==> src/rtl/core/sisr_pkg.sv <==
`timescale 1ns / 1ps

package sisr_pkg;

  localparam int NODE_FIELD_W = 6;
  localparam int PROB_FIELD_W = 16;
  localparam int CNT_CFG_W    = 7;
  localparam logic [CNT_CFG_W-1:0] NODE_COUNT_RESET = 7'd62;

  localparam logic [1:0] OP_LOAD  = 2'd0;
  localparam logic [1:0] OP_EDGE  = 2'd1;
  localparam logic [1:0] OP_START = 2'd2;
  localparam logic [1:0] OP_DRAW  = 2'd3;

  localparam logic [1:0] KIND_NODE = 2'd0;
  localparam logic [1:0] KIND_ACK  = 2'd1;
  localparam logic [1:0] KIND_ERR  = 2'd2;

  typedef struct packed {
    logic [1:0]              opcode;
    logic [NODE_FIELD_W-1:0] node;
    logic [NODE_FIELD_W-1:0] neighbor;
    logic [PROB_FIELD_W-1:0] infect_prob;
    logic [PROB_FIELD_W-1:0] recover_prob;
    logic                    initial_state;
    logic [PROB_FIELD_W-1:0] random_value;
  } in_item_t;

  typedef struct packed {
    logic [1:0]              kind;
    logic [NODE_FIELD_W-1:0] result_node;
    logic                    new_state;
    logic                    last_of_round;
    logic                    any_infected;
  } out_item_t;

  // Controller to datapath
  typedef struct packed {
    logic capture;   // latch the accepted transaction
    logic rd_item;   // read stores at the item's node, else at the cursor
    logic load;      // write node tables and emit the ack
    logic edge_wr;   // append the neighbor
    logic start;     // open a round
    logic step;      // advance within a node, no result
    logic finish;    // resolve the cursor node and emit its result
    logic fin_draw;  // finish value comes from the draw, else zero
    logic emit_err;  // emit an error result
  } sisr_cmd_t;

  // Datapath to controller
  typedef struct packed {
    logic [1:0] op;
    logic       active;
    logic       bad_load;
    logic       bad_edge;
    logic       step_done;
    logic       skip_ok;
    logic       out_free;
  } sisr_sts_t;

endpackage

==> src/rtl/core/sisr_ctrl.sv <==
`timescale 1ns / 1ps

module sisr_ctrl (
  input  logic               clk,
  input  logic               rst_n,
  input  logic               in_valid,
  output logic               in_stall,
  input  sisr_pkg::sisr_sts_t sts,
  output sisr_pkg::sisr_cmd_t cmd
);
  import sisr_pkg::*;

  typedef enum logic [2:0] {
    S_IDLE, S_RD, S_EXEC, S_SCAN_RD, S_SCAN_EV
  } state_t;

  state_t state_r, state_nxt;

  assign in_stall = (state_r != S_IDLE);

  always_comb begin
    cmd       = '0;
    state_nxt = state_r;
    unique case (state_r)
      S_IDLE: begin
        if (in_valid) begin
          cmd.capture = 1'b1;
          state_nxt   = S_RD;
        end
      end
      S_RD: begin
        cmd.rd_item = (sts.op == OP_LOAD) || (sts.op == OP_EDGE);
        state_nxt   = S_EXEC;
      end
      S_EXEC: begin
        unique case (sts.op)
          OP_LOAD: begin
            if (sts.out_free) begin
              cmd.emit_err = sts.bad_load;
              cmd.load     = !sts.bad_load;
              state_nxt    = S_IDLE;
            end
          end
          OP_EDGE: begin
            if (!sts.bad_edge) begin
              cmd.edge_wr = 1'b1;
              state_nxt   = S_IDLE;
            end else if (sts.out_free) begin
              cmd.emit_err = 1'b1;
              state_nxt    = S_IDLE;
            end
          end
          OP_START: begin
            cmd.start = 1'b1;
            state_nxt = S_SCAN_RD;
          end
          default: begin
            if (!sts.active) begin
              if (sts.out_free) begin
                cmd.emit_err = 1'b1;
                state_nxt    = S_IDLE;
              end
            end else if (!sts.step_done) begin
              cmd.step  = 1'b1;
              state_nxt = S_IDLE;
            end else if (sts.out_free) begin
              cmd.finish   = 1'b1;
              cmd.fin_draw = 1'b1;
              state_nxt    = S_SCAN_RD;
            end
          end
        endcase
      end
      S_SCAN_RD: state_nxt = S_SCAN_EV;
      S_SCAN_EV: begin
        if (!sts.skip_ok) begin
          state_nxt = S_IDLE;
        end else if (sts.out_free) begin
          cmd.finish = 1'b1;
          state_nxt  = S_SCAN_RD;
        end
      end
      default: state_nxt = S_IDLE;
    endcase
  end

  always_ff @(posedge clk) begin
    if (!rst_n) begin
      state_r <= S_IDLE;
    end else begin
      state_r <= state_nxt;
    end
  end

endmodule

==> config.mk <==
export PLATFORM = sky130hd
export DESIGN_NAME = sisr_ctrl
export DESIGN_NICKNAME = d
export VERILOG_FILES = /design/src/rtl/core/sisr_pkg.sv /design/src/rtl/core/sisr_ctrl.sv
export SDC_FILE = /design/constraint.sdc
export NUM_CORES = 1
export LEC_CHECK = 0
export BUFFER_PORTS_ARGS = -buffer_cell sky130_fd_sc_hd__buf_2
export CORE_AREA = 8 8 45 47
export CTS_BUF_LIST = sky130_fd_sc_hd__clkbuf_4
export CTS_CLUSTER_SIZE = 40
export DETAILED_ROUTE_END_ITERATION = 10
export DIE_AREA = 0 0 53 55
export GPL_TIMING_DRIVEN = 0
export PLACE_DENSITY = 0.59
export SLEW_MARGIN = 20
export SYNTH_ARGS = -nofsm -noshare
export SYNTH_HDL_FRONTEND = slang
export SYNTH_SLANG_ARGS = --single-unit
==> constraint.sdc <==
create_clock -name clk -period 1.7 [get_ports clk]
set_clock_uncertainty 0.2 [all_clocks]
set_input_delay 0.085 -clock clk [delete_from_list [all_inputs] [get_ports clk]]
set_output_delay 0.085 -clock clk [all_outputs]
set_load 0.02 [all_outputs]
After elaboration in Yosys (flattened, before gate mapping)
Index checks and enable logic that the tools add are counted.
- equal/unequal tests: 7
- muxes and demuxes: 31
- reductions and logical operators: 6
- operators by type and width (cell ; count):
    $mux W3 ; 9
    $pmux W3 S5 ; 1
    $mux W1 ; 14
    $pmux W3 S3 ; 1
    $eq A3 B2 Y1 const B ; 2
    $mux W2 ; 3
    $mux W4 ; 1
    $eq A3 B1 Y1 const B ; 1
    $eq A3 B3 Y1 const B ; 1
    $logic_not A3 Y1 ; 1
    $pmux W1 S3 ; 1
    $reduce_bool A3 Y1 ; 1
    $reduce_or A3 Y1 ; 1
    $eq A2 B1 Y1 const B ; 1
    $eq A2 B2 Y1 const B ; 1
    $logic_not A2 Y1 ; 1
    $ne A2 B2 Y1 const B ; 1
    $pmux W1 S2 ; 1
    $logic_not A1 Y1 ; 1
    $logic_or A1 B1 Y1 ; 1
- register bits after elaboration: 3
- input port bits: 11
- word-level logic and storage cells: 45

Depth between registers and ports, before layout
Gate-level depths: netlist of run 1.
- depth in word-level cells: 5
- depth in mapped cells: 5
- depth with buffers taken out: 4

Worst setup path before layout of run 1
No wires, ideal clock.
- path type: register -> output
- start point: register state_r[0]
- end point: output port cmd[5] (netlist bit)
- arrival time: 1.312 ns
- setup slack: 0.103 ns
- cell stages (with the launch flop): 4
- buffers on the path: 0
- path through: dfxtp_1 nor2_1 nand2_1 nor4b_1
- RTL lines (element ; line ; source):
    start: declaration ; sisr_ctrl.sv:17 ; state_t state_r, state_nxt;
    start signal: assignment ; sisr_ctrl.sv:91 ; state_r <= state_nxt;
    end: declaration ; sisr_ctrl.sv:9 ; output sisr_pkg::sisr_cmd_t cmd

==> results.sh, run 1 <==
export IMPL_status="finished clean"
export IMPL_yosysUniqueCellTypes=25
export IMPL_cp_slowest_cell="dfxtp_4"
export IMPL_layout_common_cells="17 x buf_2, 5 x nand2_1, 4 x clkbuf_4"
export IMPL_num_rows=14
export IMPL_seqCellArea_um2=68.82
export IMPL_drv_slew=0
export IMPL_grt_overflow=0
export IMPL_clkSinkCount=3
export IMPL_ys_ff_latch=3
export IMPL_crit_fanout=8
export IMPL_hold_viol_final=0
export IMPL_die_w_um=53
export IMPL_synth_top_area_share=0.1860
export IMPL_yosys_warnings=0
export IMPL_drtIter0Drc=8
export IMPL_finalHoldWorstSlack_ns=0.004636
export IMPL_cp_start_kind="flip-flop"
export IMPL_largest_reg_flops=3
export IMPL_slew_headroom=0.8032
export IMPL_grt_pass1_wl_mm=1.711
export IMPL_gp_congestion=0.7772
export IMPL_vias=443
export IMPL_syn_cell_area_um2=322.8
export IMPL_worstHoldPathType="in -> reg"
export IMPL_io_pins=21
export IMPL_worstSetupEndpointType="output port"
export IMPL_cts_clk_slew_worst_paths_ns=0.04
export IMPL_crit_path_cell_trace="inv_2, nor3_2, nand3_2, o22ai_2, buf_6"
export IMPL_initial_core_util=0.2333
export IMPL_top_register="state_r"
export IMPL_io_buffers=18
export IMPL_setup_slack_ns=0.04988
export IMPL_vdd_drop_max_mv=0.2307
export IMPL_fp_dieH_um=55
export IMPL_cp_num_buf_inv=2
export IMPL_ys_seq_area_frac=0.1860
export IMPL_cts_buffers=3
export IMPL_fillerInstances=156
export IMPL_max_stage_delay_ns=0.37
export IMPL_die_area_mm2=0.002915
export IMPL_pre_cts_ws_ns=0.1262
export IMPL_place_area_um2=432.9
export IMPL_wl_per_cell_um=13.23
export IMPL_dr_pass1_iters=4
export IMPL_area_growth_pct=60.85
export IMPL_core_mm2=0.001384
export IMPL_stdcell_area_um2=519.2
export IMPL_diodes=0
export IMPL_arrival_ns=1.37
export IMPL_setup_tns_ns=0
export IMPL_critPathTopFamily="flip-flops"
export IMPL_post_route_min_period_ns=1.650
export IMPL_cellPowerDensity_mw_per_mm2=635.5
export IMPL_clkLatencyLatePin_ns=0.23
export IMPL_reg_largest_list="state_r (3)"
export IMPL_final_common_cell="buf_2"
export IMPL_synth_nets=58
export IMPL_fmax_mhz=606.0
export IMPL_synthCells=47
export IMPL_antenna_found_initial=0
export IMPL_required_ns=1.41
export IMPL_synthTopCellsByArea="dfxtp_1 19%, nand2_1 5.8%, o22ai_1 5.8%"
export IMPL_grt_total_usage=0.07533
export IMPL_p_leak_nw=0.2323
export IMPL_htreeDepth=1
export IMPL_rsz0062_at_grt="no"
export IMPL_drive_above_1_share=0.4789
export IMPL_via_per_inst=5.092
export IMPL_cts_path_max_buffers=2
export IMPL_hpwlAfterDp_um=850.3
export IMPL_cts_tree="built"
export IMPL_final_cells=87
export IMPL_drc=0
export IMPL_placed_cells=81
export IMPL_grt_max_degree=11
export IMPL_tightest_slew_ns=0.2944
export IMPL_worstSetupPathType="reg -> out"
export IMPL_cts_root_buf="clkbuf_4"
export IMPL_avgSynthCellArea_um2=6.868
export IMPL_ant_nets=0
export IMPL_grt_pass1_vias=418
export IMPL_multi_input_area_um2=260.3
export IMPL_maxCapViolations=0
export IMPL_yosysTopAreaCell="dfxtp_1"
export IMPL_nNetsFinal=83
export IMPL_finalSetupViolations=0
export IMPL_finalCritPeriodShare=0.9707
export IMPL_wirelength_mm=1.151
==> synthesized netlist by cell type (all sizes together) <==
cell     instances
nand2            5
dfxtp            3
inv              3
nor3             3
o22ai            3
or3              3
a21oi            2
and3             2
buf              2
nand2b           2
nand3            2
nor2             2
nor2b            2
o31ai            2
a2111oi          1
a31oi            1
and2             1
and2b            1
mux2i            1
nand3b           1
nor3b            1
nor4b            1
o21ai            1
o2bb2ai          1
o31a             1
==> where the power goes <==
part | total, W | internal, W | switching, W
clock | 0.000140 | 0.000104 | 0.0000365
sequential | 0.0000868 | 0.0000754 | 0.0000114
combinational | 0.000103 | 0.0000447 | 0.0000580
total | 0.000330 | 0.000224 | 0.000106
==> layer usage <==
layer / part of all wire / global-route usage / vias up
met5: 0 / 0 / -
met4: 0 / 0.01293 / 0
met3: 0.071 / 0.03476 / 0
met2: 0.48 / 0.1230 / 17
met1: 0.44 / 0.08939 / 201
li1: - / - / 225
==> path summary, 6_finish.rpt <==
path / from / end / slack [ns] / cells after the start
worst max-delay path: state_r[1] / cmd[2] / 0.05 / 5
worst min-delay path: sts[7] / state_r[0] / 0.005 / 3
worst max register to register: state_r[0] / state_r[1] / 0.27 / 4
worst min register to register: state_r[1] / state_r[0] / 0.30 / 1
==> worst reg2reg max path, cell delays in order, from the launching register on <==
cell      delay, ns
dfxtp_2        0.35
or3_1          0.40
o21ai_2        0.16
nand3b_1       0.13
o31ai_1        0.06
==> layout make-up <==
class	instances	share of cell area
multi-input combinational	39	0.5012
timing repair buffer	20	0.2289
sequential	3	0.1325
clock buffer	4	0.05783
tap	16	0.03855
inverter	3	0.02169
buffer	2	0.01928
==> kinds of logic (layout without fill, tap and decap cells) <==
| kind of cell | count (synthesis) | count (layout) | share of synthesized area |
|---|---|---|---|
| simple gates | 26 | 26 | 0.4496 |
| compound gates | 12 | 12 | 0.2675 |
| buf+inv | 5 | 29 | 0.06589 |
| flops | 3 | 3 | 0.1861 |
| mux | 1 | 1 | 0.03101 |
==> what timing repair did <==
| action | in CTS | in global routing |
|---|---|---|
| pin swaps | 0 | 2 |
| endpoints found under the hold margin | 3 | 0 |
| endpoints found under the setup margin | 3 | 4 |
| setup buffers | 0 | 1 |
| gates resized for setup | 3 | 11 |
| hold buffers | 1 | 0 |
==> stage by stage <==
step	utilization	power, W
final	0.3752	0.0003300
after global routing	0.3752	0.0003559
after CTS	0.3472	0.0003256
after detailed placement	0.3128	0.0001816
after global placement	0.3128	0.0001809
after floorplan	-	0.0001472
No activity file was read; power rests on OpenSTA's default activity.
==> run 2, diff against run 1 <==
--- a/config.mk
+++ b/config.mk
@@ -5,12 +5,13 @@
 export SDC_FILE = /design/constraint.sdc
 export NUM_CORES = 1
 export LEC_CHECK = 0
-export BUFFER_PORTS_ARGS = -buffer_cell sky130_fd_sc_hd__buf_2
+export BUFFER_PORTS_ARGS = -buffer_cell sky130_fd_sc_hd__buf_4
 export CORE_AREA = 8 8 45 47
 export CTS_BUF_LIST = sky130_fd_sc_hd__clkbuf_4
 export CTS_CLUSTER_SIZE = 40
 export DETAILED_ROUTE_END_ITERATION = 10
 export DIE_AREA = 0 0 53 55
+export GPL_ROUTABILITY_DRIVEN = 0
 export GPL_TIMING_DRIVEN = 0
 export PLACE_DENSITY = 0.59
 export SLEW_MARGIN = 20
==> results.sh, run 2 (synthesis results as in run 1) <==
export IMPL_cellPowerDensity_mw_per_mm2=617.0
export IMPL_crit_fanout=7
export IMPL_io_pins=21
export IMPL_grt_max_degree=11
export IMPL_drc=0
export IMPL_clkLatencyLatePin_ns=0.23
export IMPL_fmax_mhz=618.9
export IMPL_antenna_found_initial=0
export IMPL_cts_tree="built"
export IMPL_placed_cells=81
export IMPL_finalHoldWorstSlack_ns=0.01673
export IMPL_top_register="state_r"
export IMPL_area_growth_pct=68.22
export IMPL_met2_usage=0.1211
export IMPL_final_common_cell="buf_4"
export IMPL_p_leak_nw=0.2371
export IMPL_busiest_layer="met2"
export IMPL_rrSetupSlack_ns=0.23
export IMPL_final_cells=86
export IMPL_die_area_mm2=0.002915
export IMPL_fp_dieH_um=55
export IMPL_hpwlAfterDp_um=847
export IMPL_grt_total_usage=0.07260
export IMPL_via_per_inst=5.012
export IMPL_drtIter0Drc=10
export IMPL_grt_pass1_vias=437
export IMPL_cts_buffers=3
export IMPL_worstHoldPathType="in -> reg"
export IMPL_initial_core_util=0.2333
export IMPL_grt_use_met1=0.08485
export IMPL_reg_largest_list="state_r (3)"
export IMPL_drive_above_1_share=0.4429
export IMPL_arrival_ns=1.33
export IMPL_finalCritPeriodShare=0.9504
export IMPL_rsz0062_at_grt="yes"
export IMPL_worst_r2r_endpoint="state_r[1]"
export IMPL_worstSetupEndpointType="output port"
export IMPL_core_mm2=0.001384
export IMPL_cp_start_kind="flip-flop"
export IMPL_grt_overflow=0
export IMPL_maxCapViolations=0
export IMPL_cts_path_max_buffers=2
export IMPL_worstSetupPathType="reg -> out"
export IMPL_wl_per_cell_um=12.59
export IMPL_largest_reg_flops=3
export IMPL_post_route_min_period_ns=1.616
export IMPL_hp_start="in_valid"
export IMPL_cts_root_buf="clkbuf_4"
export IMPL_diodes=0
export IMPL_vias=431
export IMPL_multi_input_area_um2=264.0
export IMPL_seqCellArea_um2=62.56
export IMPL_cts_clk_slew_worst_paths_ns=0.04
export IMPL_grt_pass1_wl_mm=1.690
export IMPL_hold_viol_final=0
export IMPL_dr_pass1_iters=4
export IMPL_wirelength_mm=1.083
export IMPL_finalSetupViolations=0
export IMPL_required_ns=1.41
export IMPL_slew_headroom=0.8019
export IMPL_status="finished clean"
export IMPL_clkSinkCount=3
export IMPL_setup_tns_ns=0
export IMPL_num_rows=14
export IMPL_vdd_drop_max_mv=0.2225
export IMPL_power_total_w=0.0003350
export IMPL_layout_common_cells="18 x buf_4, 5 x nand2_1, 4 x clkbuf_4"
export IMPL_use_met3=0.03209
export IMPL_fillerInstances=156
export IMPL_critPathCapture="cmd[2]"
export IMPL_setup_slack_ns=0.08429
export IMPL_pre_cts_ws_ns=0.1570
export IMPL_io_buffers=18
export IMPL_tightest_slew_ns=0.2964
export IMPL_timing_reg2reg_worst_path_depth=4
export IMPL_htreeDepth=1
export IMPL_crit_reg2reg_launch="state_r[0]"
export IMPL_drv_slew=0
export IMPL_die_w_um=53
export IMPL_ant_nets=0
export IMPL_post_cts_buffers=0
export IMPL_nNetsFinal=82
export IMPL_setup_worst_path_start="state_r[2]"
## run 2: area by class of cell
type	instances	area share
plain buffers	2	0.01843
clock buffers	4	0.05530
inverters	3	0.02074
multi-input cells	39	0.4862
flip-flops and latches	3	0.1152
well taps	16	0.03687
repair buffers	19	0.2673
## run 2: worst min-delay path by stage
stage	end	slack [ns]	depth (start not counted)
6_report	state_r[1]	0.02	3
3_5_place_dp	state_r[2]	0.12	2
4_1_cts	state_r[0]	0.007	3
2_1_floorplan	state_r[2]	0.007	1
3_3_place_gp	state_r[2]	0.11	2
5_1_grt	state_r[0]	0.03	3
## run 2: repair_timing
| item | CTS | global route |
|---|---|---|
| resized for setup | 1 | 5 |
| endpoints found under the setup margin | 3 | 4 |
| pin swaps | 0 | 0 |
| endpoints found under the hold margin | 3 | 0 |
| hold buffers | 1 | 0 |
## run 2: routing by layer
layer,wire length (um),part of all wire
met1,510,0.47
met2,497,0.46
met3,75,0.069
met4,0,0
met5,0,0
## run 2: per-stage QoR
step	utilization	area, um2
CTS	0.3752	519.2
global placement	0.3454	478.0
detailed placement	0.3454	478.0
finish	0.3924	543.0
global route	0.3924	543.0
floorplan	-	322.8
## run 2: worst max-delay path: stages, from the launching register on
cell and delay (ns):
dfxtp_2 0.38, nand2_1 0.09, or3_1 0.35, o22ai_2 0.13, buf_4 0.16
## run 2: power breakdown
part,switching [W],internal (W)
clock network,0.0000331,0.000104
registers,0.0000108,0.0000767
logic,0.0000580,0.0000528
==> run 3, diff against run 2 <==
--- a/config.mk
+++ b/config.mk
@@ -12,7 +12,6 @@
 export DETAILED_ROUTE_END_ITERATION = 10
 export DIE_AREA = 0 0 53 55
 export GPL_ROUTABILITY_DRIVEN = 0
-export GPL_TIMING_DRIVEN = 0
 export PLACE_DENSITY = 0.59
 export SLEW_MARGIN = 20
 export SYNTH_ARGS = -nofsm -noshare
==> constraint.sdc (replaced) <==
create_clock -name clk -period 1.6 [get_ports clk]
set_clock_uncertainty 0.2 [all_clocks]
set_input_delay 0.08 -clock clk [delete_from_list [all_inputs] [get_ports clk]]
set_output_delay 0.08 -clock clk [all_outputs]
set_load 0.02 [all_outputs]
==> results.sh, run 3 (synthesis results as in run 1) <==
export IMPL_grt_max_degree=11
export IMPL_die_area_mm2=0.002915
export IMPL_wl_per_cell_um=13.58
export IMPL_setup_slack_ns=-0.01098
export IMPL_final_common_cell="buf_4"
export IMPL_via_per_inst=5.011
export IMPL_rrSetupSlack_ns=0.14
export IMPL_drtIter0Drc=9
export IMPL_setup_tns_ns=-0.01098
export IMPL_io_pins=21
export IMPL_die_w_um=53
export IMPL_top_register="state_r"
export IMPL_vias=446
export IMPL_fmax_mhz=620.7
export IMPL_clkLatencyLatePin_ns=0.24
export IMPL_cts_path_max_buffers=2
export IMPL_layout_common_cells="20 x buf_4, 4 x nand2_1, 4 x clkbuf_4"
export IMPL_grt_pass1_wl_mm=1.814
export IMPL_largest_reg_flops=3
export IMPL_finalHoldWorstSlack_ns=0.01488
export IMPL_cts_root_buf="clkbuf_4"
export IMPL_fillerInstances=153
export IMPL_area_growth_pct=86.82
export IMPL_crit_path_cell_trace="inv_4, nor3_4, nand3_2, o22ai_1, buf_4"
export IMPL_drc=0
export IMPL_worstHoldPathType="in -> reg"
export IMPL_cts_clk_slew_worst_paths_ns=0.04
export IMPL_worstSetupEndpointType="output port"
export IMPL_htreeDepth=1
export IMPL_max_stage_delay_ns=0.39
export IMPL_timing_reg2reg_worst_path_depth=4
export IMPL_post_route_min_period_ns=1.611
export IMPL_antenna_found_initial=0
export IMPL_worst_r2r_endpoint="state_r[1]"
export IMPL_cp_slowest_cell="dfxtp_4"
export IMPL_arrival_ns=1.33
export IMPL_pre_cts_ws_ns=0.05035
export IMPL_vdd_drop_max_mv=0.2332
export IMPL_grt_overflow=0
export IMPL_p_leak_nw=0.2597
export IMPL_io_buffers=20
export IMPL_ant_nets=0
export IMPL_required_ns=1.32
export IMPL_diodes=0
export IMPL_initial_core_util=0.2333
export IMPL_placed_cells=81
export IMPL_num_rows=14
export IMPL_finalSetupViolations=1
export IMPL_cts_tree="built"
export IMPL_core_mm2=0.001384
export IMPL_reg_largest_list="state_r (3)"
export IMPL_setup_worst_path_start="state_r[1]"
export IMPL_slew_headroom=0.7807
export IMPL_clkSinkCount=3
export IMPL_hpwlAfterDp_um=871.6
export IMPL_final_cells=89
export IMPL_crit_reg2reg_launch="state_r[0]"
export IMPL_grt_total_usage=0.08020
export IMPL_fp_dieH_um=55
export IMPL_drive_above_1_share=0.4932
export IMPL_cp_start_kind="flip-flop"
export IMPL_hold_viol_final=0
export IMPL_dr_pass1_iters=4
export IMPL_crit_fanout=8
export IMPL_cellPowerDensity_mw_per_mm2=643.8
export IMPL_drv_slew=0
export IMPL_violations="negative setup slack"
export IMPL_finalCritPeriodShare=1.007
export IMPL_rsz0062_at_grt="yes"
export IMPL_min_path_cells=3
export IMPL_worstSetupPathType="reg -> out"
export IMPL_power_total_w=0.0003883
export IMPL_nNetsFinal=85
export IMPL_holdPathEnd="state_r[0]"
export IMPL_grt_pass1_vias=430
export IMPL_hp_start="in_valid"
export IMPL_cts_buffers=3
export IMPL_maxCapViolations=0
export IMPL_tightest_slew_ns=0.3282
export IMPL_status="finished, violations left"
export IMPL_wirelength_mm=1.209
==> run 3: cell count changes in the layout (fill, tap and decap cells not counted), moves of 2 or more <==
cell | previous run | this run
buf_2 | 2 | 0
buf_4 | 18 | 20
buf_6 | 0 | 2
dfxtp_4 | 0 | 2
==> run 3: per-stage QoR <==
step,cell area (um2),util
after floorplan,322.8,-
after global routing,603.1,0.4358
after CTS,551.8,0.3987
final,603.1,0.4358
after detailed placement,483.0,0.3490
after global placement,483.0,0.3490
==> run 3: worst max path at each step <==
| stage | end |
|---|---|
| final | cmd[2] |
| after global routing | cmd[2] |
| after global placement | cmd[2] |
| after CTS | cmd[2] |
| after detailed placement | cmd[2] |
| after floorplan | cmd[5] |
==> run 3: area by class of cell <==
| class | instances | area [um2] | area share |
|---|---|---|---|
| timing repair buffer | 24 | 192.7 | 0.3195 |
| clock buffer | 4 | 30.03 | 0.04979 |
| sequential | 3 | 68.82 | 0.1141 |
| tap | 16 | 20.02 | 0.03320 |
| inverter | 3 | 13.76 | 0.02282 |
| multi-input combinational | 39 | 277.8 | 0.4606 |
==> run 3: power by group <==
group | total, W | switching (W) | internal (W)
Combinational | 0.000136 | 0.0000678 | 0.0000681
Sequential | 0.0000948 | 0.0000147 | 0.0000801
Clock | 0.000158 | 0.0000467 | 0.000111
==> run 3: what timing repair did <==
item	in CTS	in global routing
buffers inserted	0	2
gates resized for setup	6	10
pin swaps	1	4
hold endpoints to repair	3	0
hold buffers	2	0
setup endpoints to repair	5	7
==> run 3: critical path, delay by kind of cell (launching register included) <==
family	cells	cell delay (ns)
AOI/OAI and AO/OA	1	0.16
buffers and inverters	2	0.23
DFF	1	0.39
and+or+nand+nor	2	0.31
==> run 3: layer usage <==
metal	up-vias	routed length (um)	GRT usage
met2	17	581	0.1348
met1	201	518	0.08926
met4	0	0	0
met5	-	0	0
li1	228	-	-
met3	0	109	0.05080
